$ cat config.mk
export PLATFORM = sky130hd
export DESIGN_NAME = gamc_ctrl
export DESIGN_NICKNAME = d
export VERILOG_FILES = /design/src/rtl/global_alignment_min_cost_assert.svh /design/src/rtl/gamc_pkg.sv /design/src/rtl/gamc_ctrl.sv
export SDC_FILE = /design/constraint.sdc
export NUM_CORES = 1
export LEC_CHECK = 0
export BUFFER_PORTS_ARGS = -buffer_cell sky130_fd_sc_hd__buf_2
export CAP_MARGIN = 30
export CELL_PAD_IN_SITES_DETAIL_PLACEMENT = 0
export CELL_PAD_IN_SITES_GLOBAL_PLACEMENT = 1
export CORE_UTILIZATION = 43
export CTS_CLUSTER_SIZE = 20
export DETAILED_ROUTE_END_ITERATION = 16
export GPL_ROUTABILITY_DRIVEN = 0
export HOLD_SLACK_MARGIN = 0.08
export PLACE_DENSITY = 0.82
export SYNTH_ARGS = -nofsm -noshare
export SYNTH_HDL_FRONTEND = slang
export SYNTH_SLANG_ARGS = --single-unit
$ cat constraint.sdc
create_clock -name aclk -period 4.2 [get_ports aclk]
set_input_delay 0.21 -clock aclk [delete_from_list [all_inputs] [get_ports aclk]]
set_output_delay 0.21 -clock aclk [all_outputs]
set_load 0.1 [all_outputs]
$ cat src/rtl/global_alignment_min_cost_assert.svh
// Assertion macros for the global alignment block.
`ifndef GLOBAL_ALIGNMENT_MIN_COST_ASSERT_SVH
`define GLOBAL_ALIGNMENT_MIN_COST_ASSERT_SVH

`ifndef ASSERT_OFF
// Clocked assertion, disabled while reset is held.
`define GAMC_ASSERT(lbl, clk, rstn, prop, msg) \
    lbl: assert property (@(posedge clk) disable iff (!(rstn)) (prop)) else $error(msg);
// Clocked assertion that also holds during reset.
`define GAMC_ASSERT_ALWAYS(lbl, clk, prop, msg) \
    lbl: assert property (@(posedge clk) (prop)) else $error(msg);
`else
`define GAMC_ASSERT(lbl, clk, rstn, prop, msg)
`define GAMC_ASSERT_ALWAYS(lbl, clk, prop, msg)
`endif

`endif

$ cat src/rtl/gamc_pkg.sv
// Shared types, constants and cost functions of the global alignment block.
package gamc_pkg;

    localparam int SCORE_W         = 20;
    localparam int BASE_W          = 3;
    localparam int GAP_W           = 8;
    localparam int SUB_W           = 64;
    localparam int COST_W          = 4;
    localparam int CFG_IDX_W       = 1;
    localparam int DEFAULT_MAX_LEN = 1024;

    localparam logic [GAP_W-1:0] GAP_RESET = 8'd7;
    localparam logic [SUB_W-1:0] SUB_RESET = 64'h0134_1053_1502_4320;

    // configuration register indexes
    localparam logic [CFG_IDX_W-1:0] REG_GAP = 1'b0;
    localparam logic [CFG_IDX_W-1:0] REG_SUB = 1'b1;

    // input item kinds (carried in s_tuser)
    localparam logic OP_LOAD   = 1'b0;
    localparam logic OP_STREAM = 1'b1;

    // token travelling down the cell chain with one streamed base
    typedef struct packed {
        logic              valid;
        logic              upd;    // base updates the column
        logic              first;  // first column: rebuild border values
        logic              last;   // emit the score at the chain end
        logic              ovf;    // capacity exceeded somewhere
        logic [BASE_W-1:0] base;
    } tok_t;

    // data handed from one cell to the next
    typedef struct packed {
        tok_t               tok;
        logic [SCORE_W-1:0] up;    // new value of the row above
        logic [SCORE_W-1:0] diag;  // old value of the row above
        logic [SCORE_W-1:0] init;  // border value + gap for the first column
    } cell_bus_t;

    // first-sequence load strobes broadcast to the cells
    typedef struct packed {
        logic wr_en;
        logic clr;
    } load_ctl_t;

    function automatic logic [SCORE_W-1:0] sat_add(input logic [SCORE_W-1:0] a,
                                                   input logic [SCORE_W-1:0] b);
        logic [SCORE_W:0] s;
        s = {1'b0, a} + {1'b0, b};
        return s[SCORE_W] ? {SCORE_W{1'b1}} : s[SCORE_W-1:0];
    endfunction

    // row = first-sequence base, col = streamed base; N (and codes above) cost 0
    function automatic logic [COST_W-1:0] sub_cost(input logic [BASE_W-1:0] a,
                                                   input logic [BASE_W-1:0] b,
                                                   input logic [SUB_W-1:0]  costs);
        logic [3:0] idx;
        idx = {a[1:0], b[1:0]};
        if (a[2] || b[2]) begin
            return '0;
        end
        return costs[{idx, 2'b00} +: COST_W];
    endfunction

endpackage

$ cat src/rtl/gamc_ctrl.sv
// Input control: sequence lengths, column count, row 0 of the column, chain injection.
module gamc_ctrl import gamc_pkg::*; #(
    parameter int MAX_LEN = DEFAULT_MAX_LEN,
    parameter int LEN_W   = $clog2(MAX_LEN + 1),
    parameter int IDX_W   = (MAX_LEN > 1) ? $clog2(MAX_LEN) : 1
) (
    input  logic              aclk,
    input  logic              aresetn,
    input  logic              s_tvalid,
    input  logic              s_op,
    input  logic [BASE_W-1:0] s_base,
    input  logic              s_last,
    input  logic              advance,
    input  logic [GAP_W-1:0]  gap,
    output logic              s_tready,
    output load_ctl_t         load_ctl,
    output logic [IDX_W-1:0]  load_pos,
    output cell_bus_t         head_bus
);

    localparam int PEND_W = $clog2(MAX_LEN + 2);
    localparam logic [PEND_W-1:0] PEND_MAX = PEND_W'(MAX_LEN + 1);
    localparam logic [LEN_W-1:0]  LEN_MAX  = LEN_W'(MAX_LEN);

    logic [LEN_W-1:0]   first_len_reg, first_len_next;
    logic               first_done_reg, first_done_next;
    logic               ovf_first_reg, ovf_first_next;
    logic [LEN_W-1:0]   col_cnt_reg, col_cnt_next;
    logic               strm_ovf_reg, strm_ovf_next;
    logic [PEND_W-1:0]  pend_reg, pend_next;
    logic [SCORE_W-1:0] row0_reg, row0_next;
    cell_bus_t          head_reg, head_next;

    logic               is_load;
    logic               load_acc;
    logic               strm_acc;
    logic [LEN_W-1:0]   base_len;
    logic               room;
    logic               col_full;
    logic               sovf;
    logic [SCORE_W-1:0] old0;
    logic [SCORE_W-1:0] t0;

    always_comb begin
        is_load  = (s_op == OP_LOAD);
        // a load waits until every streamed base has left the chain
        s_tready = advance && (!is_load || (pend_reg == '0));
        load_acc = s_tvalid && s_tready && is_load;
        strm_acc = s_tvalid && s_tready && !is_load;

        base_len = first_done_reg ? '0 : first_len_reg;
        room     = (base_len != LEN_MAX);
        col_full = (col_cnt_reg == LEN_MAX);
        sovf     = strm_ovf_reg || col_full;

        load_ctl.wr_en = load_acc && room;
        load_ctl.clr   = load_acc && first_done_reg;
        load_pos       = base_len[IDX_W-1:0];

        old0 = (col_cnt_reg == '0) ? '0 : row0_reg;
        t0   = sat_add(old0, SCORE_W'(gap));

        first_len_next  = first_len_reg;
        first_done_next = first_done_reg;
        ovf_first_next  = ovf_first_reg;
        col_cnt_next    = col_cnt_reg;
        strm_ovf_next   = strm_ovf_reg;
        row0_next       = row0_reg;
        pend_next       = pend_reg;

        head_next                = head_reg;
        head_next.tok.valid      = 1'b0;
        head_next.tok.upd        = !col_full;
        head_next.tok.first      = (col_cnt_reg == '0);
        head_next.tok.last       = s_last;
        head_next.tok.ovf        = (first_done_reg ? 1'b0 : ovf_first_reg) || sovf;
        head_next.tok.base       = s_base;
        head_next.up             = col_full ? row0_reg : t0;
        head_next.diag           = old0;
        head_next.init           = t0;

        if (advance && (pend_reg != '0)) begin
            pend_next = pend_reg - PEND_W'(1);
        end

        if (load_acc) begin
            col_cnt_next    = '0;
            strm_ovf_next   = 1'b0;
            first_len_next  = base_len + LEN_W'(room);
            ovf_first_next  = (first_done_reg ? 1'b0 : ovf_first_reg) || !room;
            first_done_next = s_last;
        end

        if (strm_acc) begin
            head_next.tok.valid = 1'b1;
            head_next.tok.ovf   = ovf_first_reg || sovf;
            pend_next           = PEND_MAX;
            if (!col_full) begin
                row0_next    = t0;
                col_cnt_next = col_cnt_reg + LEN_W'(1);
            end
            if (s_last) begin
                col_cnt_next  = '0;
                strm_ovf_next = 1'b0;
            end else begin
                strm_ovf_next = sovf;
            end
        end
    end

    always_ff @(posedge aclk) begin
        if (!aresetn) begin
            first_len_reg  <= '0;
            first_done_reg <= 1'b0;
            ovf_first_reg  <= 1'b0;
            col_cnt_reg    <= '0;
            strm_ovf_reg   <= 1'b0;
            pend_reg       <= '0;
            head_reg       <= '0;
        end else begin
            first_len_reg  <= first_len_next;
            first_done_reg <= first_done_next;
            ovf_first_reg  <= ovf_first_next;
            col_cnt_reg    <= col_cnt_next;
            strm_ovf_reg   <= strm_ovf_next;
            pend_reg       <= pend_next;
            if (advance) begin
                head_reg <= head_next;
            end
        end
    end

    always_ff @(posedge aclk) begin
        row0_reg <= row0_next;
    end

    assign head_bus = head_reg;

endmodule

==> run summary, run 1 <==
Num Clock Sinks = 124
H-tree lvl count = 4
Count of boundary I/O pins = 98
Iteration-0 DRC Markers = 587
Worst Path Buf+Inv = 1
Clock buffers created by TritonCTS = 17
Share of flip-flops with an asynchronous set or reset after synthesis = 0%
Root buffer cell = sky130_fd_sc_hd__clkbuf_16
Max FFs per register = 68
Total stage count of the critical path = 11
Post-DR vias/cell = 6.003
Synth-to-Final Area Change = 17.96%
Clk Latency, worst-skew pair = 420 ps
Kind of cell adding the most delay to the critical path = simple AND/OR/NAND/NOR gates
Per-cell routed wire length = 17.92 um
Setup TNS = 0 ps
Termination of the worst setup path = row0_reg[8]
Area fraction of the dominant cell type after synthesis = 31.30%
Number of iterations in the first detailed-routing pass = 5
Launching element type of the critical path = flop
Layout Utilization = 51.81%
Count of synthesis-stage warnings from yosys = 0
Highest Clock Rate = 260.6 MHz
Relative slew slack = 27.65%
Hold Startpoint = aresetn
Maximum number of pins on one net before global-route repair = 62
Transition time of the tightest slew-check pin = 1077 ps
CTS clk-pin slew, worst paths = 50 ps
Startpoint-to-endpoint class of the critical path = flop to flop
Die area = 15970 um^2
Cell count after synthesis = 775
Number of max-capacitance violations reported = 0
Source of the worst register-to-register timing path = col_cnt_reg[0]
Final number of hold-violating endpoints = 0
Share of the cycle needed by the critical path after routing = 91.36%
Horizontal die dimension = 126.4 um
Total of flip-flops plus latches after synthesis = 124
Fraction of layout cells with a size suffix above 1 = 18.51%
Endpoints failing setup = 0
Status = completed
Nets = 889
Cell chain of the critical path = inv_1, ha_1, nor4b_2, nand4_1, and2_1, ha_1, o211ai_1, o211ai_1, nand2_1, nor4_1, nor2_1
I/O Buffers = 97
Maximum clock skew at final layout = 9.837 ps
Net count after synthesis = 807
Synth area leaders = sky130_fd_sc_hd__dfxtp_1 31%, sky130_fd_sc_hd__edfxtp_1 9.0%, sky130_fd_sc_hd__a21oi_1 5.3%
Die Span Y = 126.4 um
Filler cell count = 1440
Std-Cell Core Area = 15150 um^2
Global-route wire length before repair = 30.35 mm
Count of standard-cell rows = 45
Clock tree from TritonCTS = built
Number of enable flip-flop cells after synthesis = 20
Unique cell type count in the Yosys netlist = 73
Worst reg2reg path depth = 11
Largest stage delay, worst path = 660 ps
IR drop worst, VDD = 0.0003194 V
Sequential element share of the synthesized area = 40.32%
Setup crit end kind = flop
Leading cell types in the layout, fill and taps excluded = 104 x sky130_fd_sc_hd__dfxtp_1, 96 x sky130_fd_sc_hd__buf_2, 70 x sky130_fd_sc_hd__a21oi_1, 64 x sky130_fd_sc_hd__nor2_1, 60 x sky130_fd_sc_hd__nand2_1
Critical Path RT = 4350 ps
Post-route DRC violation count = 0
Post-Syn Area = 6653 um^2
Static leakage power = 3.132 nW
Post-Route WL = 18.96 mm
Kind of path behind the tightest hold check = input pin to flop
Fin crit period = 3837 ps
Number of antenna-violating nets in the routed design = 0
Most used DFF post-synth = sky130_fd_sc_hd__dfxtp_1
Cell with the largest stage delay on the worst path = sky130_fd_sc_hd__o211ai_1
Endpoint arrival time on the critical path = 3990 ps
Gr ovfl total = 0
Endpoint of the worst-slack reg-to-reg timing path = row0_reg[8]
Avg Inst Size Synth = 8.584 um^2
Number of max-slew violations in the final report = 0
Half-perimeter wire length after detailed placement = 13.30 mm
Biggest area consumer among synthesized cells = sky130_fd_sc_hd__dfxtp_1
Total global-route track usage = 24.19%
Buffer depth of the longest clock path = 2
Most common cell after layout, fill and taps aside = sky130_fd_sc_hd__dfxtp_1
PwrDens = 462.3 nW/um^2
Total vias in the final route = 6351
Setup repair after global routing missed its margin = false
Crit path max fanout = 8
Antenna fix cells = 0
Sequential standard cell area = 2683 um^2
Internal reg-to-reg setup slack = 360 ps
Number of global-route vias before repair = 5857
Worst setup path startpoint = col_cnt_reg[0]
Multi-input gate area in the final layout = 3679 um^2
Initial standard-cell utilization of the core = 43.92%
Initial antenna violation count = 0
synthesized netlist by cell type (14+ instances only):
master                     number
sky130_fd_sc_hd__nand2_1       60
sky130_fd_sc_hd__nor2b_1       15
sky130_fd_sc_hd__inv_1         18
sky130_fd_sc_hd__nand3_1       43
sky130_fd_sc_hd__nand4_1       23
sky130_fd_sc_hd__nand2b_1      29
sky130_fd_sc_hd__a31oi_1       23
sky130_fd_sc_hd__edfxtp_1      20
sky130_fd_sc_hd__a21oi_1       70
sky130_fd_sc_hd__nor3_1        15
sky130_fd_sc_hd__and2_1        15
sky130_fd_sc_hd__clkbuf_1      38
sky130_fd_sc_hd__ha_1          14
sky130_fd_sc_hd__nor2_1        64
sky130_fd_sc_hd__dfxtp_1      104
sky130_fd_sc_hd__o21ai_0       34
layer usage:
layer | track usage (%) | routed length, um
met4 | 9.993 | 480
met1 | 32.22 | 8704
met2 | 36.82 | 8594
met5 | 0 | 0
met3 | 6.790 | 1178
where the power goes:
part	leakage [nW]	total [mW]	internal [mW]	switching, mW
clock network	0.275	1.38	0.857	0.519
logic	1.82	0.884	0.234	0.650
registers	1.03	1.37	1.29	0.0781
worst register-to-register path, cell delays in order (launching register included):
cell and delay (ps):
sky130_fd_sc_hd__dfxtp_1 340, sky130_fd_sc_hd__inv_1 90, sky130_fd_sc_hd__ha_1 240, sky130_fd_sc_hd__nor4b_2 320, sky130_fd_sc_hd__nand4_1 310, sky130_fd_sc_hd__and2_1 300, sky130_fd_sc_hd__ha_1 400, sky130_fd_sc_hd__o211ai_1 200
sky130_fd_sc_hd__o211ai_1 660, sky130_fd_sc_hd__nand2_1 240, sky130_fd_sc_hd__nor4_1 390, sky130_fd_sc_hd__nor2_1 100
logic make-up after synthesis:
kind of cell / count (synthesis) / share of synthesized area [%]
buf+inv: 71 / 4.457
flops: 124 / 40.32
xor+xnor: 18 / 2.370
compound gates: 202 / 19.56
mux: 12 / 1.824
fa+ha+maj: 15 / 2.934
simple gates: 333 / 28.53
worst min-delay path by stage:
stage / slack (ps) / to / cells after the start
floorplan: 350 / first_done_reg / 2
detailed placement: 440 / head_bus[10] / 2
global placement: 440 / head_bus[10] / 2
finish: 240 / head_bus[13] / 3
global route: 240 / head_bus[51] / 3
CTS: 220 / head_bus[49] / 3
timing repair:
action                                  4_1_cts  5_1_grt
gates resized for setup                       0        1
endpoints found under the setup margin        0        2
hold buffers                                  4        0
buffers inserted                              0        4
endpoints found under the hold margin         5        0
through the flow:
stage                     setup WS [ps]  std cells  cell area, um^2  total power, mW  hold slack [ps]
after floorplan                   521.6        775             6653            2.090            350.5
after global placement            434.7       1018             7222            2.243            437.6
after detailed placement          353.4       1018             7222            2.261            439.3
after CTS                         303.8       1054             7812            3.646            216.8
after global routing              80.72       1058             7848            3.789            235.4
final                             362.7       1058             7848            3.628            236.5
layout make-up:
cell class                      count  area share, %
Timing Repair Buffer              114          7.972
Clock inverter                      7         0.8291
Inverter                           20         0.9566
Sequential cell                   124          34.18
Clock buffer                       25          6.186
Tap cell                          188          2.997
Multi-Input combinational cell    580          46.88
(Power assumes the default switching activity.)
==> run 2: changes to the inputs <==
--- a/config.mk
+++ b/config.mk
@@ -7,14 +7,12 @@
 export LEC_CHECK = 0
 export BUFFER_PORTS_ARGS = -buffer_cell sky130_fd_sc_hd__buf_2
 export CAP_MARGIN = 30
-export CELL_PAD_IN_SITES_DETAIL_PLACEMENT = 0
-export CELL_PAD_IN_SITES_GLOBAL_PLACEMENT = 1
-export CORE_UTILIZATION = 43
+export CORE_UTILIZATION = 50
 export CTS_CLUSTER_SIZE = 20
 export DETAILED_ROUTE_END_ITERATION = 16
 export GPL_ROUTABILITY_DRIVEN = 0
 export HOLD_SLACK_MARGIN = 0.08
-export PLACE_DENSITY = 0.82
+export PLACE_DENSITY = 0.73
 export SYNTH_ARGS = -nofsm -noshare
 export SYNTH_HDL_FRONTEND = slang
 export SYNTH_SLANG_ARGS = --single-unit
==> run 2 against run 1 <==
  * Power up 2.2%
  * Combinational power is essentially flat
  * Via count is 1.4% higher
  * Non-clock buffer count decreased by 4
  * Hold slack lost 42 ps
  * Largest cell class unchanged
==> run summary, run 2 (synthesis gave the netlist of run 1 again) <==
Status = completed
Layout Utilization = 61.47% (+9.7 points)
Sequential standard cell area = 2683 um^2 (unchanged)
Largest stage delay, worst path = 450 ps (-210 ps)
Crit path max fanout = 6 (-2)
Leading cell types in the layout, fill and taps excluded = 104 x sky130_fd_sc_hd__dfxtp_1, 96 x sky130_fd_sc_hd__buf_2, 70 x sky130_fd_sc_hd__a21oi_1, 64 x sky130_fd_sc_hd__nor2_1, 60 x sky130_fd_sc_hd__nand2_1
Clk Latency, worst-skew pair = 420 ps (about the same)
IR drop worst, VDD = 0.0004893 V (+53%)
Fraction of layout cells with a size suffix above 1 = 18.01% (-0.49 points)
Post-DP Area = 7207 um^2 (-0.21%)
Post-route DRC violation count = 0 (unchanged)
Setup crit end kind = flop
Launching element type of the critical path = flop
I/O Buffers = 97 (unchanged)
Fin crit period = 3899 ps (+61.62 ps)
Number of iterations in the first detailed-routing pass = 5 (unchanged)
Global-route wire length before repair = 29.31 mm (-3.4%)
Half-perimeter wire length after detailed placement = 12.77 mm (-4.0%)
Filler cell count = 1111 (-23%)
Highest Clock Rate = 256.5 MHz (-1.6%)
Cell with the largest stage delay on the worst path = sky130_fd_sc_hd__a211oi_1
Nets = 885 (-0.45%)
Relative slew slack = 31.30% (+3.6 points)
Critical Path RT = 4350 ps (about the same)
PwrDens = 472.2 nW/um^2 (+2.1%)
Iteration-0 DRC Markers = 624 (+6.3%)
Count of boundary I/O pins = 98 (unchanged)
Endpoint arrival time on the critical path = 4040 ps (+50 ps)
H-tree lvl count = 4 (unchanged)
Crit path setup slack, layout = 301.1 ps (-61.62 ps)
Initial standard-cell utilization of the core = 52.08% (+8.2 points)
Buffer depth of the longest clock path = 2 (unchanged)
Clock buffers created by TritonCTS = 17 (unchanged)
Post-DR vias/cell = 6.204 (+3.4%)
Most common cell after layout, fill and taps aside = sky130_fd_sc_hd__dfxtp_1
Gr ovfl total = 0 (unchanged)
Fin area = 7851 um^2 (about the same)
Post-Route WL = 18.32 mm (-3.4%)
Worst reg2reg path depth = 13 (+2)
Transition time of the tightest slew-check pin = 1029 ps (-47.68 ps)
Startpoint-to-endpoint class of the critical path = flop to flop
Setup TNS = 0 ps (unchanged)
Overall power consumption = 3.707 mW (+2.2%)
Horizontal die dimension = 117.4 um (-7.1%)
Setup repair after global routing missed its margin = false
Initial antenna violation count = 0 (unchanged)
Number of antenna-violating nets in the routed design = 0 (unchanged)
Root buffer cell = sky130_fd_sc_hd__clkbuf_16
Number of cells traversed by the worst hold path = 2 (-1)
Maximum clock skew at final layout = 11.72 ps (+1.879 ps)
Share of the cycle needed by the critical path after routing = 92.83% (+1.5 points)
CTS clk-pin slew, worst paths = 60 ps (about the same)
Kind of path behind the tightest hold check = input pin to flop
Cell chain of the critical path = inv_1, ha_1, nor4b_2, nand4_1, and2_1, ha_1, fa_1, a211oi_1, o211ai_1, buf_4, nand4_1, mux2i_1, nor2_1
Synth-to-Final Area Change = 18.02% (about the same)
Total global-route track usage = 26.35% (+2.2 points)
Die Span Y = 117.4 um (-7.1%)
Max FFs per register = 68 (unchanged)
Die area = 13770 um^2 (-14%)
Worst-case setup slack after placement = 261.6 ps (-91.81 ps)
Maximum number of pins on one net before global-route repair = 93 (+50%)
Std-Cell Core Area = 12770 um^2 (-16%)
Per-cell routed wire length = 17.65 um (-1.5%)
Endpoints failing setup = 0 (unchanged)
Count of standard-cell rows = 41 (-8.9%)
Number of max-slew violations in the final report = 0 (unchanged)
Final number of hold-violating endpoints = 0 (unchanged)
Num Clock Sinks = 124 (unchanged)
Multi-input gate area in the final layout = 3674 um^2 (-0.14%)
Static leakage power = 3.133 nW (about the same)
Antenna fix cells = 0 (unchanged)
Total vias in the final route = 6440 (+1.4%)
Number of global-route vias before repair = 5835 (-0.38%)
Clock tree from TritonCTS = built
Number of max-capacitance violations reported = 0 (unchanged)
==> run 2: cell type report <==
cell class / count / area share [%]
repair buffers: 110 / 7.745
inverters: 20 / 0.9562
flip-flops and latches: 124 / 34.17
multi-input cells: 580 / 46.79
clock inverters: 5 / 0.6375
well taps: 172 / 2.741
clock buffers: 27 / 6.964
==> run 2: per-stage QoR <==
| step | std cells | hold slack (ps) |
|---|---|---|
| 2_1_floorplan | 775 | 350.5 |
| 3_3_place_gp | 1000 | 436.4 |
| 3_5_place_dp | 1001 | 441.6 |
| 4_1_cts | 1037 | 181.7 |
| 5_1_grt | 1038 | 210.1 |
| 6_report | 1038 | 194.7 |
==> run 2: where the power goes <==
group | internal (mW) | switching, mW
logic | 0.231 | 0.652
registers | 1.29 | 0.0794
clock network | 0.947 | 0.509
==> run 2: worst paths after layout <==
kind,start,endpoint,slack (ps)
max,col_cnt_reg[1],row0_reg[14],300
min,advance,head_bus[53],190
max reg2reg,col_cnt_reg[1],row0_reg[14],300
min reg2reg,head_bus[10],head_bus[10],450
==> run 2: worst max-delay path, delay by kind of cell (launching register included) <==
kind | cells | cell delay (ps)
simple gates | 5 | 1050
buf+inv | 2 | 330
compound gates | 2 | 750
fa+ha+maj | 3 | 910
flops | 1 | 350
mux | 1 | 250
==> run 2: repair_timing <==
item                                   4_1_cts  5_1_grt
endpoints found under the hold margin        5        0
hold buffers                                 4        0
gates resized for setup                      0        0
setup endpoints to repair                    0        2
setup buffers                                0        1
==> run 2: routing by layer <==
layer / routed length [um] / vias to the layer above / GRT usage [%]
met1: 8090 / 3046 / 35.44
met5: 0 / - / 0
met4: 455 / 0 / 9.903
met3: 1538 / 54 / 6.955
li1: - / 3019 / -
met2: 8231 / 321 / 40.31
