===== src/rtl/global_alignment_min_cost_assert.svh =====
// Assertion macros for the global alignment block.
`ifndef GLOBAL_ALIGNMENT_MIN_COST_ASSERT_SVH
`define GLOBAL_ALIGNMENT_MIN_COST_ASSERT_SVH

`ifndef ASSERT_OFF
// Clocked assertion, disabled while reset is held.
`define GAMC_ASSERT(lbl, clk, rstn, prop, msg) \
    lbl: assert property (@(posedge clk) disable iff (!(rstn)) (prop)) else $error(msg);
// Clocked assertion that also holds during reset.
`define GAMC_ASSERT_ALWAYS(lbl, clk, prop, msg) \
    lbl: assert property (@(posedge clk) (prop)) else $error(msg);
`else
`define GAMC_ASSERT(lbl, clk, rstn, prop, msg)
`define GAMC_ASSERT_ALWAYS(lbl, clk, prop, msg)
`endif

`endif


===== src/rtl/gamc_pkg.sv =====
// Shared types, constants and cost functions of the global alignment block.
package gamc_pkg;

    localparam int SCORE_W         = 20;
    localparam int BASE_W          = 3;
    localparam int GAP_W           = 8;
    localparam int SUB_W           = 64;
    localparam int COST_W          = 4;
    localparam int CFG_IDX_W       = 1;
    localparam int DEFAULT_MAX_LEN = 1024;

    localparam logic [GAP_W-1:0] GAP_RESET = 8'd7;
    localparam logic [SUB_W-1:0] SUB_RESET = 64'h0134_1053_1502_4320;

    // configuration register indexes
    localparam logic [CFG_IDX_W-1:0] REG_GAP = 1'b0;
    localparam logic [CFG_IDX_W-1:0] REG_SUB = 1'b1;

    // input item kinds (carried in s_tuser)
    localparam logic OP_LOAD   = 1'b0;
    localparam logic OP_STREAM = 1'b1;

    // token travelling down the cell chain with one streamed base
    typedef struct packed {
        logic              valid;
        logic              upd;    // base updates the column
        logic              first;  // first column: rebuild border values
        logic              last;   // emit the score at the chain end
        logic              ovf;    // capacity exceeded somewhere
        logic [BASE_W-1:0] base;
    } tok_t;

    // data handed from one cell to the next
    typedef struct packed {
        tok_t               tok;
        logic [SCORE_W-1:0] up;    // new value of the row above
        logic [SCORE_W-1:0] diag;  // old value of the row above
        logic [SCORE_W-1:0] init;  // border value + gap for the first column
    } cell_bus_t;

    // first-sequence load strobes broadcast to the cells
    typedef struct packed {
        logic wr_en;
        logic clr;
    } load_ctl_t;

    function automatic logic [SCORE_W-1:0] sat_add(input logic [SCORE_W-1:0] a,
                                                   input logic [SCORE_W-1:0] b);
        logic [SCORE_W:0] s;
        s = {1'b0, a} + {1'b0, b};
        return s[SCORE_W] ? {SCORE_W{1'b1}} : s[SCORE_W-1:0];
    endfunction

    // row = first-sequence base, col = streamed base; N (and codes above) cost 0
    function automatic logic [COST_W-1:0] sub_cost(input logic [BASE_W-1:0] a,
                                                   input logic [BASE_W-1:0] b,
                                                   input logic [SUB_W-1:0]  costs);
        logic [3:0] idx;
        idx = {a[1:0], b[1:0]};
        if (a[2] || b[2]) begin
            return '0;
        end
        return costs[{idx, 2'b00} +: COST_W];
    endfunction

endpackage


===== src/rtl/gamc_cell.sv =====
// One alignment cell: holds a first-sequence base and its row of the score column.
module gamc_cell import gamc_pkg::*; #(
    parameter int MAX_LEN  = DEFAULT_MAX_LEN,
    parameter int CELL_IDX = 0,
    parameter int IDX_W    = (MAX_LEN > 1) ? $clog2(MAX_LEN) : 1
) (
    input  logic             aclk,
    input  logic             aresetn,
    input  logic             advance,
    input  logic [GAP_W-1:0] gap,
    input  logic [SUB_W-1:0] subc,
    input  load_ctl_t        load_ctl,
    input  logic [IDX_W-1:0] load_pos,
    input  logic [BASE_W-1:0] load_base,
    input  cell_bus_t        in_bus,
    output cell_bus_t        out_bus
);

    logic [BASE_W-1:0]  base_reg;
    logic               active_reg;
    logic [SCORE_W-1:0] score_reg;
    cell_bus_t          out_reg;
    cell_bus_t          out_next;

    logic               hit;
    logic               work;
    logic [SCORE_W-1:0] old_val;
    logic [SCORE_W-1:0] t_up;
    logic [SCORE_W-1:0] t_left;
    logic [SCORE_W-1:0] t_diag;
    logic [SCORE_W-1:0] best;

    always_comb begin
        hit     = load_ctl.wr_en && (load_pos == IDX_W'(CELL_IDX));
        work    = in_bus.tok.valid && in_bus.tok.upd && active_reg;
        old_val = in_bus.tok.first ? in_bus.init : score_reg;
        t_up    = sat_add(in_bus.up, SCORE_W'(gap));
        t_left  = sat_add(old_val, SCORE_W'(gap));
        t_diag  = sat_add(in_bus.diag,
                          SCORE_W'(sub_cost(base_reg, in_bus.tok.base, subc)));
        best    = t_up;
        if (t_left < best) begin
            best = t_left;
        end
        if (t_diag < best) begin
            best = t_diag;
        end

        out_next     = in_bus;
        if (active_reg) begin
            out_next.up   = work ? best : score_reg;
            out_next.diag = old_val;
            out_next.init = t_left;
        end
    end

    // first-sequence storage, written only while the chain is drained
    always_ff @(posedge aclk) begin
        if (!aresetn) begin
            active_reg <= 1'b0;
        end else begin
            if (load_ctl.clr) begin
                active_reg <= 1'b0;
            end
            if (hit) begin
                active_reg <= 1'b1;
            end
        end
    end

    always_ff @(posedge aclk) begin
        if (hit) begin
            base_reg <= load_base;
        end
        if (advance && work) begin
            score_reg <= best;
        end
    end

    always_ff @(posedge aclk) begin
        if (!aresetn) begin
            out_reg <= '0;
        end else if (advance) begin
            out_reg <= out_next;
        end
    end

    assign out_bus = out_reg;

endmodule


===== config.mk =====
export PLATFORM = sky130hd
export DESIGN_NAME = gamc_cell
export DESIGN_NICKNAME = d
export VERILOG_FILES = /design/src/rtl/global_alignment_min_cost_assert.svh /design/src/rtl/gamc_pkg.sv /design/src/rtl/gamc_cell.sv
export SDC_FILE = /design/constraint.sdc
export NUM_CORES = 1
export LEC_CHECK = 0
export BUFFER_PORTS_ARGS = -buffer_cell sky130_fd_sc_hd__clkbuf_2
export CAP_MARGIN = 30
export CORE_MARGIN = 4
export CORE_UTILIZATION = 40
export DETAILED_ROUTE_END_ITERATION = 12
export GPL_ROUTABILITY_DRIVEN = 0
export PLACE_DENSITY = 0.72
export SYNTH_ARGS = -nofsm -noshare
export SYNTH_HDL_FRONTEND = slang
export SYNTH_SLANG_ARGS = --single-unit

===== constraint.sdc =====
create_clock -name aclk -period 15.6 [get_ports aclk]
set_input_delay 3.12 -clock aclk [delete_from_list [all_inputs] [get_ports aclk]]
set_output_delay 3.12 -clock aclk [all_outputs]
set_load 0.05 [all_outputs]

==> run_results.csv, run 1 <==
group,metric,value,unit
global_route,grt_use_total,0.248,
placement,place_area,0.00948,mm^2
detailed_routing,routedWlPerCell,20.2,um
setup_path,ff2ff_setup_slack,7.16,ns
synth,synthXorXnorAreaFrac,0.0355,
setup_path,endpoint_kind,"register",
synth,synth_enable_flop_cells,23,
setup_path,worstSetupStartpoint,"in_bus[65]",
clock_network,cts_tree,"done",
setup_path,path_class,"primary input to register",
synth,synthAdderAreaFrac,0.0941,
synth,ys_top_cells_by_area,"dfxtp_1 17%, mux2i_1 11%, edfxtp_1 8.5%",
flow_run,cap_violations,0,
synth,synth_top_family_by_area,"multiplexers",
finish,multi_input_area,0.00570,mm^2
synth,synth_top_flop_cell,"dfxtp_1",
finish,num_antenna_cells,0,
finish,finalNetCount,1345,
floorplan,fp.dieW,151,um
outcome,outcome,"finished, final reports clean",
min_path,hold_class,"register to register",
synth,muxShareOfSynthArea,0.202,
clock_network,clock_path_buffers,2,
timing,worstMarginPinSlew,1.03,ns
finish,largest_reg_flops,68,
timing,finalSetupTns,0,ns
power_and_ir_drop,leakagePower,4.48,nW
timing,fin_worst_skew,0.0108,ns
floorplan,io_pins,226,
synth,avgSynthCellArea,8.74,um^2
synth,yosys.cell_count.top_type,"mux2i_1",
synth,synth_top_area_cell,"dfxtp_1",
finish,layout-drive-gt1-share,0.270,
setup_path,crit_path_max_incr_delay,0.55,ns
setup_path,slowest_stage,"nor2_4",
detailed_routing,ant_nets,0,
global_route,antenna_found_initial,0,
timing,rsz0062_at_grt,"no",
clock_network,clk_pin_slew,0.06,ns
floorplan,start_util,0.413,
floorplan,dieHeight,151,um
synth,ys_ff_latch,92,
synth,synth_area,0.00815,mm^2
setup_path,cp_data_arrival_time,11.59,ns
setup_path,required,15.84,ns
finish,regArea,0.00208,mm^2
finish,num-fill-cells,1902,
setup_path,startpoint_type,"primary input",
global_route,grt_pass1_vias,7805,
setup_path,critPathMaxFanout,33,
placement,dp_hpwl,23100,um
synth,yosysSeqAreaShare,0.254,
synth,synth_compound_area_frac,0.194,
global_route,overflow,0,
synth,synth_nets,1147,
detailed_routing,drc,0,
setup_path,crit_top_cell,"a21o_1",
floorplan,dieArea,0.0227,mm^2
clock_network,h-tree-depth,3,
global_route,grt_max_degree,86,
finish,area_delta_synth_final,20.0,%
global_route,grt_first_pass_wirelength,43100,um
finish,fin_area,0.00978,mm^2
synth,synthCells,932,
synth,netlist.area_leader.share,0.170,
floorplan,core_area,0.0197,mm^2
floorplan,rows,51,
synth,synth.distinct_cells,71,
clock_network,numClockSinks,92,
clock_network,clock-root-buffer,"clkbuf_16",
timing,max-slew-margin-rel,0.312,
timing,slew_viol_final,0,
timing,fin_crit_sh,0.727,
power_and_ir_drop,power_density,80.2,mW/mm^2
synth,ys_warn_count,0,
clock_network,cts_buffers,9,
synth,synth_common_cells,"93 x mux2i_1, 83 x nor2_1, 77 x a21oi_1",
timing,period_minus_slack,11.35,ns
clock_network,clock_latency,0.36,ns
placement,numPortBuffers,225,
clock_network,cts_setup_buffers,0,
setup_path,reg2reg_from,"score_reg[0]",
detailed_routing,dr.pass1.iters,8,
min_path,hp-start,"out_bus[21]",
clock_network,cts_hold_buf,0,
clock_network,cts.repair.resized,0,
synth,synthArstFlopShare,0,
timing,setup_viol,0,
timing,hold_viol_final,0,
detailed_routing,drt-total-wl,28300,um
synth,synthSimpleGateAreaFrac,0.174,
power_and_ir_drop,peakVddDrop,0.0659,mV
detailed_routing,routed_via_density,5.72,
detailed_routing,vias,8004,
timing,fmax,0.0881,GHz
detailed_routing,drt-initial-drc-count,707,
[area by class of cell]
cell class,instances,share of cell area
clock buffer,11,0.0260
clock inverter,5,0.00435
inverter,45,0.0173
multi-input combinational,747,0.583
sequential,92,0.212
tap,265,0.0339
timing repair buffer,235,0.124
[through the flow]
step / worst slack (ns) / std cells / total power [mW] / hold slack, ns / util
after floorplan: 4.87 / 932 / 0.480 / 0.658 / -
after global placement: 4.34 / 1383 / 0.562 / 0.463 / 0.480
after detailed placement: 4.09 / 1384 / 0.566 / 0.470 / 0.481
after CTS: 4.46 / 1400 / 0.785 / 0.482 / 0.496
after global routing: 3.93 / 1400 / 0.824 / 0.515 / 0.496
final: 4.25 / 1400 / 0.784 / 0.476 / 0.496
[metal layers]
metal | routed length, um | part of all wire | global-route usage | up-vias
li1 | - | - | - | 3831
met5 | 0 | 0 | 0 | -
met4 | 714 | 0.025 | 0.0798 | 0
met3 | 2440 | 0.086 | 0.0527 | 42
met2 | 13400 | 0.47 | 0.414 | 379
met1 | 11700 | 0.42 | 0.319 | 3752
[logic make-up after synthesis]
logic type | count (synthesis)
AND/OR/NAND/NOR | 280
AO/OA/AOI/OAI | 238
multiplexers | 136
buffers and inverters | 93
flip-flops | 92
adder cells (fa/ha/maj) | 60
XOR/XNOR | 33
[worst max-delay path: cells and delay by family]
kind                       cells  cell delay, ns
AOI/OAI and AO/OA             16            3.36
adders and majority gates      4            1.24
buffers and inverters          4            0.85
muxes                          3            1.10
and+or+nand+nor                7            1.86
[layout by cell type (no fill, tap or decap), types with 23 or more instances in the layout]
cell,n
clkbuf_2,225
mux2i_1,93
nor2_1,83
a21oi_1,77
dfxtp_1,68
ha_1,54
inv_1,44
o21ai_0,44
nand2_1,41
nor2b_1,37
nand3_1,29
a211oi_1,24
edfxtp_1,23
[power by group]
part	switching (mW)	internal [mW]
Sequential	0.00713	0.258
Combinational	0.183	0.117
Clock	0.0999	0.119
Total	0.290	0.495
[worst paths after layout]
check	to	depth (start not counted)
max	out_bus[54]	34
min	out_bus[21]	2
max reg2reg	out_bus[54]	32
min reg2reg	out_bus[21]	2
Note: power is estimated with default switching activity, not from simulation.
==> run 2, diff against run 1 <==
==> constraint.sdc (replaced) <==
create_clock -name aclk -period 11.4 [get_ports aclk]
set_input_delay 2.28 -clock aclk [delete_from_list [all_inputs] [get_ports aclk]]
set_output_delay 2.28 -clock aclk [all_outputs]
set_load 0.05 [all_outputs]
==> run 2 against run 1 <==
  * Die area stayed put
  * Combinational power grew 37%
  * Register-to-register slack got worse by 4.0 ns
  * Final cell count hardly changed
  * Largest cell class unchanged
  * Via count fell by 0.76%
  * Clock-buffer cell count decreased by 1
  * Core utilization decreased by 0.15 points
  * Total power rose by 36%
  * Sequential share of layout area up 0.065 points
  * Sequential power is 37% higher
  * First-iteration DRC count fell by 21%
==> run_results.csv, run 2 (synthesized netlist as in run 1, its figures left out) <==
group,metric,value,unit
timing,setup_ws,1.04,ns
setup_path,startpoint_type,"primary input",
floorplan,fp.dieW,151,um
detailed_routing,routed_via_density,5.68,
clock_network,cts.repair.resized,0,
finish,largest_reg_flops,68,
setup_path,crit_top_cell,"a21o_1",
finish,multi_input_area,0.00570,mm^2
finish,regArea,0.00208,mm^2
floorplan,start_util,0.413,
finish,layout_commonest_cell,"clkbuf_2",
clock_network,cts_setup_buffers,0,
finish,final_cell_mix,"225 x clkbuf_2, 93 x mux2i_1, 83 x nor2_1",
finish,num-fill-cells,1885,
timing,fmax,0.0966,GHz
detailed_routing,drt-initial-drc-count,559,
clock_network,cts_hold_buf,0,
setup_path,slowest_stage,"nor2_4",
placement,place_area,0.00947,mm^2
clock_network,numClockSinks,92,
finish,num_antenna_cells,0,
finish,layout-drive-gt1-share,0.269,
setup_path,reg2reg_from,"score_reg[0]",
detailed_routing,routedWlPerCell,20.1,um
clock_network,cts_tree,"done",
timing,hold_viol_final,0,
finish,fin_area,0.00975,mm^2
setup_path,path_class,"primary input to register",
detailed_routing,wl_met3,2550,um
timing,finalSetupTns,0,ns
detailed_routing,met1_length,11600,um
setup_path,cp_data_arrival_time,10.60,ns
global_route,grt_pass1_vias,7632,
finish,finish.utilization,0.495,
timing,fin_crit_sh,0.908,
floorplan,io_pins,226,
global_route,grt_use_total,0.245,
detailed_routing,top_layer_used,"met4",
setup_path,critPathMaxFanout,19,
setup_path,required,11.64,ns
timing,slew_viol_final,0,
timing,setup_viol,0,
clock_network,cts_buffers,9,
clock_network,clock-root-buffer,"clkbuf_16",
setup_path,crit_path_max_incr_delay,0.56,ns
placement,dp_hpwl,23000,um
finish,finalNetCount,1344,
min_path,hold_depth,2,
detailed_routing,dr.pass1.iters,5,
global_route,grt_max_degree,70,
detailed_routing,drt-total-wl,28100,um
placement,pre_cts_slack,0.793,ns
setup_path,r2r_cells,32,
power_and_ir_drop,total_power,1.07,mW
timing,rsz0062_at_grt,"no",
floorplan,rows,51,
global_route,antenna_found_initial,0,
timing,fin_worst_skew,0.0101,ns
setup_path,endpoint_kind,"register",
power_and_ir_drop,leakagePower,4.47,nW
clock_network,clk_pin_slew,0.07,ns
power_and_ir_drop,peakVddDrop,0.0915,mV
detailed_routing,met2_length,13100,um
detailed_routing,vias,7943,
power_and_ir_drop,power_density,109,mW/mm^2
timing,worstMarginPinSlew,1.04,ns
min_path,hp-start,"out_bus[20]",
flow_run,cap_violations,0,
clock_network,clock_path_buffers,2,
floorplan,dieHeight,151,um
setup_path,worstSetupStartpoint,"in_bus[65]",
detailed_routing,drc,0,
clock_network,clock_latency,0.36,ns
floorplan,core_area,0.0197,mm^2
floorplan,dieArea,0.0227,mm^2
detailed_routing,ant_nets,0,
clock_network,h-tree-depth,3,
timing,max-slew-margin-rel,0.308,
global_route,overflow,0,
outcome,outcome,"finished, final reports clean",
global_route,grt_first_pass_wirelength,42200,um
timing,period_minus_slack,10.36,ns
min_path,hold_class,"register to register",
placement,numPortBuffers,225,
finish,area_delta_synth_final,19.7,%
[run 2: cell type report]
type,count,share of cell area
timing repair buffer,234,0.122
tap,265,0.0340
inverter,45,0.0173
clock buffer,10,0.0235
multi-input combinational,747,0.584
clock inverter,6,0.00539
sequential,92,0.213
[run 2: worst paths after layout]
kind / end / slack, ns
hold reg to reg: out_bus[20] / 0.47
setup reg to reg: out_bus[41] / 3.12
setup / recovery: out_bus[41] / 1.04
hold / removal: out_bus[20] / 0.47
[run 2: worst max-delay path: cells and delay by family]
kind / cells / cell delay [ns]
adders and majority gates: 3 / 0.92
and+or+nand+nor: 8 / 2.30
buffers and inverters: 4 / 1.12
muxes: 3 / 1.06
AOI/OAI and AO/OA: 15 / 2.89
[run 2: power breakdown]
group          switching, mW  internal [mW]  total, mW
Sequential           0.00937          0.353      0.363
Combinational          0.250          0.160      0.411
Clock                  0.140          0.152      0.292
Total                  0.400          0.666       1.07
[run 2: layer usage]
metal / global-route usage / up-vias
met3: 0.0485 / 49
li1: - / 3829
met5: 0 / -
met4: 0.0857 / 0
met2: 0.405 / 391
met1: 0.317 / 3674
[run 2: metrics by stage]
stage | std cells | hold WS [ns]
2_1_floorplan | 932 | 0.658
3_3_place_gp | 1383 | 0.463
3_5_place_dp | 1383 | 0.466
4_1_cts | 1399 | 0.478
5_1_grt | 1399 | 0.497
6_report | 1399 | 0.473
==> run 3, diff against run 2 <==
--- a/config.mk
+++ b/config.mk
@@ -12,6 +12,7 @@
 export DETAILED_ROUTE_END_ITERATION = 12
 export GPL_ROUTABILITY_DRIVEN = 0
 export PLACE_DENSITY = 0.72
+export REMOVE_ABC_BUFFERS = 1
 export SYNTH_ARGS = -nofsm -noshare
 export SYNTH_HDL_FRONTEND = slang
 export SYNTH_SLANG_ARGS = --single-unit
==> run 3 against run 2 <==
  * Sequential power barely moved
  * Highest routed layer unchanged
  * Largest cell class unchanged
  * Via count is 0.55% lower
  * Critical path depth unchanged
  * Clock-buffer cell count rose by 1
  * Fmax is 2.8% higher
  * Worst setup slack gained 0.28 ns
  * Non-clock buffer count rose by 4
  * Register-to-register slack better by 0.08 ns
  * Global-route usage is 0.33 points lower
  * Die area did not move
==> run_results.csv, run 3 (synthesized netlist as in run 1, its figures left out) <==
group,metric,value,unit
clock_network,cts_hold_buf,0,
finish,num_antenna_cells,0,
floorplan,io_pins,226,
setup_path,path_class,"primary input to register",
global_route,grt_max_degree,70,
outcome,outcome,"finished, final reports clean",
timing,slew_viol_final,0,
floorplan,fp.dieW,151,um
detailed_routing,vias,7899,
finish,largest_reg_flops,68,
finish,layout-drive-gt1-share,0.273,
timing,worstMarginPinSlew,0.911,ns
clock_network,cts_tree,"done",
floorplan,dieHeight,151,um
finish,area_delta_synth_final,20.5,%
clock_network,cts_buffers,9,
finish,finalNetCount,1348,
finish,finish.utilization,0.498,
global_route,overflow,0,
timing,fin_worst_hold_slack,0.473,ns
setup_path,startpoint_type,"primary input",
placement,dp_hpwl,22100,um
clock_network,clk_pin_slew,0.06,ns
detailed_routing,routed_via_density,5.63,
global_route,grt_pass1_vias,7923,
finish,num-fill-cells,1898,
global_route,antenna_found_initial,0,
detailed_routing,routedWlPerCell,19.6,um
timing,fmax,0.0993,GHz
finish,layout_commonest_cell,"clkbuf_2",
setup_path,slowest_stage,"fa_1",
detailed_routing,drt-total-wl,27500,um
clock_network,clock-root-buffer,"clkbuf_16",
timing,period_minus_slack,10.07,ns
clock_network,clock_path_buffers,2,
detailed_routing,dr.pass1.iters,5,
timing,rsz0062_at_grt,"no",
setup_path,crit_path_max_incr_delay,0.44,ns
finish,multi_input_area,0.00570,mm^2
finish,regArea,0.00208,mm^2
setup_path,required,11.65,ns
detailed_routing,drc,0,
clock_network,clock_latency,0.37,ns
timing,fin_crit_sh,0.883,
finish,fin_area,0.00982,mm^2
floorplan,start_util,0.413,
power_and_ir_drop,leakagePower,4.50,nW
finish,final_cell_mix,"225 x clkbuf_2, 93 x mux2i_1, 83 x nor2_1",
setup_path,endpoint_kind,"register",
power_and_ir_drop,peakVddDrop,0.0732,mV
floorplan,core_area,0.0197,mm^2
timing,setup_ws,1.33,ns
setup_path,critPathMaxFanout,13,
timing,fin_worst_skew,0.0172,ns
floorplan,rows,51,
floorplan,dieArea,0.0227,mm^2
timing,finalSetupTns,0,ns
power_and_ir_drop,power_density,110,mW/mm^2
detailed_routing,drt-initial-drc-count,423,
clock_network,numClockSinks,92,
global_route,grt_first_pass_wirelength,42600,um
power_and_ir_drop,total_power,1.08,mW
finish,final_cells,1403,
flow_run,cap_violations,0,
placement,numPortBuffers,225,
global_route,grt_use_total,0.241,
timing,max-slew-margin-rel,0.387,
placement,place_area,0.00950,mm^2
setup_path,cp_data_arrival_time,10.32,ns
placement,pre_cts_slack,1.05,ns
setup_path,crit_top_cell,"a21o_1",
timing,hold_viol_final,0,
min_path,hold_class,"register to register",
detailed_routing,ant_nets,0,
placement,dp_cells,1386,
clock_network,h-tree-depth,3,
clock_network,cts.repair.resized,0,
timing,setup_viol,0,
clock_network,cts_setup_buffers,0,
==> run 3: critical path, delay by kind of cell <==
kind	cells	cell delay, ns
AND/OR/NAND/NOR	7	1.68
adder cells (fa/ha/maj)	4	1.14
buffers and inverters	3	0.70
AO/OA/AOI/OAI	16	3.37
multiplexers	3	1.12
==> run 3: routing by layer <==
| metal | GRT usage | share of wire | vias up |
|---|---|---|---|
| met5 | 0 | 0 | - |
| met4 | 0.0997 | 0.038 | 0 |
| met3 | 0.0599 | 0.081 | 63 |
| met2 | 0.408 | 0.47 | 341 |
| met1 | 0.292 | 0.41 | 3649 |
| li1 | - | - | 3846 |
==> run 3: layout make-up <==
class | count | area share
well taps | 265 | 0.0338
clock buffers | 11 | 0.0269
flip-flops and latches | 92 | 0.211
repair buffers | 238 | 0.125
clock inverters | 5 | 0.00408
multi-input cells | 747 | 0.581
inverters | 45 | 0.0172
==> run 3: power by group <==
group	switching, mW	internal [mW]
clock network	0.138	0.169
logic	0.248	0.162
registers	0.00743	0.353
total	0.394	0.684
==> run 3: worst paths after layout <==
check | slack (ns) | end | from | cells past startpoint
hold / removal | 0.47 | out_bus[27] | out_bus[27] | 2
setup / recovery | 1.33 | out_bus[52] | in_bus[65] | 33
setup reg to reg | 3.20 | out_bus[52] | score_reg[0] | 32
hold reg to reg | 0.47 | out_bus[27] | out_bus[27] | 2
